$ cat config.mk
export PLATFORM = sky130hd
export DESIGN_NAME = rgpm_gate
export DESIGN_NICKNAME = d
export VERILOG_FILES = /design/src/rtl/rgpm_pkg.sv /design/src/rtl/rgpm_gate.sv
export SDC_FILE = /design/constraint.sdc
export NUM_CORES = 2
export LEC_CHECK = 0
export ABC_AREA = 1
export BUFFER_PORTS_ARGS = -buffer_cell sky130_fd_sc_hd__buf_2
export CAP_MARGIN = 5
export CORE_MARGIN = 4
export CORE_UTILIZATION = 51
export DETAILED_ROUTE_END_ITERATION = 8
export PLACE_DENSITY = 0.67
export SETUP_SLACK_MARGIN = 0.5
export SLEW_MARGIN = 5
export SYNTH_ARGS = -nofsm -noshare
export SYNTH_HDL_FRONTEND = slang
export SYNTH_SLANG_ARGS = --single-unit
$ cat constraint.sdc
create_clock -name clk -period 4.3 [get_ports clk]
set_input_delay 0.43 -clock clk [delete_from_list [all_inputs] [get_ports clk]]
set_output_delay 0.43 -clock clk [all_outputs]
set_load 0.02 [all_outputs]
$ cat src/rtl/rgpm_pkg.sv
// Package for the range-gated point median unit.
// Shared constants, register and state codes, and control structs.
// No dependencies.
`timescale 1ns / 1ps
`default_nettype none

package rgpm_pkg;

	localparam int COORD_BITS_DEF     = 16;
	localparam int POINT_CAPACITY_DEF = 256;

	localparam int RANGE_W    = 15;
	localparam int RANGE_SQ_W = 2 * RANGE_W;
	localparam int CFG_IDX_W  = 1;

	localparam logic [RANGE_W-1:0] MIN_RANGE_RST = 15'd128;    // 0.5 m
	localparam logic [RANGE_W-1:0] MAX_RANGE_RST = 15'd10240;  // 40 m

	typedef enum logic [CFG_IDX_W-1:0] {
		REG_MIN_RANGE,
		REG_MAX_RANGE
	} rgpm_reg_t;

	typedef enum logic {
		ST_LOAD,
		ST_DRAIN
	} rgpm_state_t;

	// per-cycle command broadcast to every sort cell
	typedef struct packed {
		logic ins;
		logic drain;
	} rgpm_cell_ctl_t;

	// status of the point leaving the range gate pipeline
	typedef struct packed {
		logic valid;
		logic keep;
		logic last;
	} rgpm_gate_st_t;

endpackage

`default_nettype wire

$ cat src/rtl/rgpm_gate.sv
// Range gate: three-stage pipeline (squares, sum, window compare).
// Depends on rgpm_pkg.
`timescale 1ns / 1ps
`default_nettype none

module rgpm_gate #(
	parameter int COORD_BITS = rgpm_pkg::COORD_BITS_DEF
) (
	input  logic                                 clk,
	input  logic                                 arst_n,
	input  logic                                 in_valid,
	input  logic signed [COORD_BITS-1:0]         x,
	input  logic signed [COORD_BITS-1:0]         y,
	input  logic signed [COORD_BITS-1:0]         z,
	input  logic                                 last,
	input  logic [rgpm_pkg::RANGE_W-1:0]         min_range,
	input  logic [rgpm_pkg::RANGE_W-1:0]         max_range,
	output rgpm_pkg::rgpm_gate_st_t              st,
	output logic signed [COORD_BITS-1:0]         x_out,
	output logic signed [COORD_BITS-1:0]         y_out
);
	import rgpm_pkg::*;

	localparam int SQ_W  = 2 * COORD_BITS - 1;
	localparam int SUM_W = SQ_W + 2;
	localparam int CMP_W = (SUM_W > RANGE_SQ_W) ? SUM_W : RANGE_SQ_W;

	logic signed [2*COORD_BITS-1:0] px, py, pz;

	logic                         valid_s1, last_s1;
	logic signed [COORD_BITS-1:0] x_s1, y_s1;
	logic [SQ_W-1:0]              sqx_s1, sqy_s1, sqz_s1;

	logic                         valid_s2, last_s2;
	logic signed [COORD_BITS-1:0] x_s2, y_s2;
	logic [SUM_W-1:0]             sum_s2;

	logic                         valid_s3, last_s3, keep_s3;
	logic signed [COORD_BITS-1:0] x_s3, y_s3;

	logic [RANGE_SQ_W-1:0] min_sq_q, max_sq_q;

	assign px = x * x;
	assign py = y * y;
	assign pz = z * z;

	always_ff @(posedge clk or negedge arst_n) begin
		if (!arst_n) begin
			valid_s1 <= 1'b0;
			valid_s2 <= 1'b0;
			valid_s3 <= 1'b0;
		end else begin
			valid_s1 <= in_valid;
			valid_s2 <= valid_s1;
			valid_s3 <= valid_s2;
		end
	end

	// gate thresholds are to be changed only while idle; the gate itself does not enforce this
	always_ff @(posedge clk) begin
		min_sq_q <= RANGE_SQ_W'(min_range) * RANGE_SQ_W'(min_range);
		max_sq_q <= RANGE_SQ_W'(max_range) * RANGE_SQ_W'(max_range);
	end

	always_ff @(posedge clk) begin
		last_s1 <= last;
		x_s1    <= x;
		y_s1    <= y;
		sqx_s1  <= px[SQ_W-1:0];
		sqy_s1  <= py[SQ_W-1:0];
		sqz_s1  <= pz[SQ_W-1:0];

		last_s2 <= last_s1;
		x_s2    <= x_s1;
		y_s2    <= y_s1;
		sum_s2  <= SUM_W'(sqx_s1) + SUM_W'(sqy_s1) + SUM_W'(sqz_s1);

		last_s3 <= last_s2;
		x_s3    <= x_s2;
		y_s3    <= y_s2;
		keep_s3 <= (CMP_W'(sum_s2) > CMP_W'(min_sq_q)) &&
			(CMP_W'(sum_s2) < CMP_W'(max_sq_q));
	end

	assign st.valid = valid_s3;
	assign st.keep  = keep_s3;
	assign st.last  = last_s3;
	assign x_out    = x_s3;
	assign y_out    = y_s3;

endmodule

`default_nettype wire

==> summary.md <==
| Metric | Value |
|---|---|
| Synth unique cells | `45` |
| Core box area | `a little under 100000 um^2` |
| DRT Pass-1 Iters | `6` |
| # diodes | `0` |
| Number of global-route vias before repair | `44782` |
| Grt total ovfl | `0` |
| Nets | `between 8000 and 9000` |
| Number of antenna violations at the first check in global routing | `0` |
| Initial Util | `51.52%` |
| Worst-path maximum fanout | `6` |
| First-pass GRT wire length | `approximately 210000 um` |
| Fin. max-slew vios | `0` |
| Crit path DAT | `5.24 ns` |
| Setup repair after global routing missed its margin | `yes` |
| Clk buf depth | `3` |
| CP required | `4.75 ns` |
| Synth area leaders | `fa_1 39%, inv_1 13%, ha_1 13%` |
| # rows | `115` |
| Die area | `roughly 100000 um^2` |
| Root buffer cell | `clkbuf_16` |
| Layout cells sized above 1 | `33.39%` |
| Number of flops mapped to enable cells by yosys | `0` |
| Outcome | `finished, violations left` |
| Most frequent cells in the layout | `1546 x inv_1, 912 x fa_1, 905 x nand2_1, 714 x buf_4, 408 x ha_1` |
| Clock-pin transition on the worst setup and hold timing paths | `0.07 ns` |
| Boundary Pins | `117` |
| Buffer and inverter count on the worst path | `7` |
| DR vias/cell | `4.924` |
| Worst hold slack | `around 0.042 ns` |
| Hold Path Origin | `y[12]` |
| CTS buffer count | `34` |
| Crit path depth | `21` |
| Die Y | `323.8 um` |
| R2R Path Start | `sqx_s1[25]` |
| Fin crit period | `4.791 ns` |
| Yosys warning count | `0` |
| CP Capture Type | `register` |
| Half-perimeter wire length after placement | `106100 um` |
| Dominant synthesized flop cell | `dfxtp_1` |
| Drt drc | `0` |
| Via count of the routed design | `41610` |
| Pin count of the biggest net entering global routing | `17` |
| CP Cell Sequence | `buf_12, nand2_4, inv_2, fa_2, buf_6, buf_6, fa_1, fa_2, fa_2, fa_1, inv_2, fa_1, inv_2, ha_4, nand2_4, buf_4, or2_4, nand2_2, a21oi_1, nand4_1, nand2_1` |
| GRT Util Overall | `25.06%` |
| Yosys reg bits | `roughly 280` |
| Crit path from | `y[2]` |
| Crit path kind | `input pin to register` |
| Crit path max-delay family | `adder cells` |
| Placed instance area | `between 60000 and 70000 um^2` |
| Area delta synth->final | `35.79%` |
| Failing checks | `setup timing` |
| Async set-reset flop share out of synthesis | `around 1.1%` |
| Setup Skew | `~0.040 ns` |
| Post-synthesis sequential area ratio | `11.13%` |
| Synth top area share | `39.01%` |
| Area leader, netlist | `fa_1` |
| Initial DRC count | `1776` |
| WL per Instance | `15.50 um` |
| Type of the most critical hold path | `input pin to register` |
| Hold Path Depth | `1` |
| Clock sinks | `between 200 and 300` |
| Later-pin clock latency in the skew report | `between 0.5 and 0.6 ns` |
| Final core occ | `a little over two thirds` |
| IO buf count | `116` |
| RePlAce Congestion | `0.9044` |
| CP peak stage delay | `between 0.6 and 0.7 ns` |
| Fin. Hold Viols | `0` |
| Most common cell after layout, fill and taps aside | `inv_1` |
| Design Area, Final | `69060 um^2` |
| Max-Cap Viols | `0` |
| Max frequency | `208.7 MHz` |
| R2r worst-path depth | `9` |
| H-Tree Depth | `2` |
| Setup crit start kind | `input pin` |
| CTS tree | `built` |
| Final WL | `130900 um` |
| Fin crit share | `111.4%` |
| Crit-path slowest cell | `fa_2` |
| Final setup margin | `-0.4914 ns` |
| Syn Std Cell Area | `50860 um^2` |
| Die width | `323.8 um` |
| Final Setup Violations | `98` |
| Mapped Cells | `6188` |
| Syn_area_per_cell | `8.219 um^2` |
| Post-route ant nets | `0` |
==> kinds of logic (layout without fill, tap and decap cells) <==
group,Yosys count,count (layout),share of synthesized area (%)
buffers and inverters,1971,2944,14.57
AND/OR/NAND/NOR,1860,1860,15.16
adder cells (fa/ha/maj),1517,1517,51.95
AO/OA/AOI/OAI,383,383,4.185
flip-flops,282,282,11.13
XOR/XNOR,174,174,2.996
other,1,3,0.007373
==> registers in the layout (all words and copies together), names as in the netlist <==
signal and count:
keep_s3 1, last_s1 1, last_s2 1, last_s3 1, max_sq_q 29, min_sq_q 29, sqx_s1 30, sqy_s1 30
sqz_s1 30, sum_s2 33, valid_s1 1, valid_s2 1, valid_s3 1, x_out 16, x_s1 15, x_s2 16
y_out 16, y_s1 15, y_s2 16
==> synthesized netlist by cell type, types with 2 or more instances <==
library cell	n
inv_1	1820
nand2_1	1272
fa_1	991
ha_1	526
dfxtp_1	279
nor2_1	236
a21oi_1	204
nand3_1	158
xor2_1	131
clkbuf_1	127
o21ai_0	87
nand4_1	66
xnor2_1	43
nor3_1	35
o21bai_1	27
nor2_2	26
a21o_1	20
nand2_2	16
o21ai_1	14
inv_2	13
or2_2	13
a31o_2	6
and3_1	6
nor3_2	6
nand3_2	5
nand3b_1	5
nor4_2	5
o21a_1	5
a21boi_1	4
a21oi_2	4
a31oi_1	4
clkinv_1	4
nor4_1	4
o211ai_1	4
or2_1	4
buf_4	3
dfrtp_1	3
a21boi_0	2
buf_1	2
buf_2	2
nor2_4	2
==> path summary, 6_finish.rpt <==
path                                   end  slack [ns]
worst max-delay path            sqy_s1[25]       -0.49
worst min-delay path              y_s1[12]        0.04
worst max register to register  sum_s2[28]        1.81
worst min register to register     x_s2[6]        0.32
max in group asynchronous         valid_s1        4.00
min in group asynchronous         valid_s3        0.20
==> routing by layer <==
layer	global-route usage, %	wire length [um]	up-vias
met2	45.20	68080	795
met5	0	0	-
met1	32.88	54830	20630
li1	-	-	19956
met4	6.329	3834	0
met3	1.859	4197	229
==> what timing repair did <==
item	CTS	global route
buffers inserted	110	63
gates cloned	6	1
endpoints found under the hold margin	10	2
setup endpoints to repair	118	119
pin swaps	517	500
gates resized for setup	966	571
hold buffers	8	2
==> area by class of cell <==
class,instances,area [um^2]
multi-input cells,3937,43960
fillers,7280,29650
repair buffers,1046,9657
inverters,1837,6975
flip-flops and latches,282,5660
well taps,1287,1610
clock buffers,40,914.6
clock inverters,21,281.5
==> worst reg2reg max path: cells and delay by family (launching register included) <==
kind            cells  cell delay [ns]
compound gates      2             0.41
flops               1             0.47
fa+ha+maj           2             0.87
simple gates        5             0.59
==> per-stage QoR <==
stage / setup TNS (ns) / std cells / setup WS, ns
2_1_floorplan: -59.46 / 6190 / -0.9952
3_3_place_gp: -103.87 / 8199 / -1.221
3_5_place_dp: -108.72 / 8199 / -1.258
4_1_cts: -23.98 / 8384 / -0.4458
5_1_grt: -41.39 / 8450 / -0.6250
6_report: -28.79 / 8450 / -0.4914
Power is left out: the tool's default activity adds up to more than one toggle a clock period on the data nets, which glitch-free logic cannot reach.
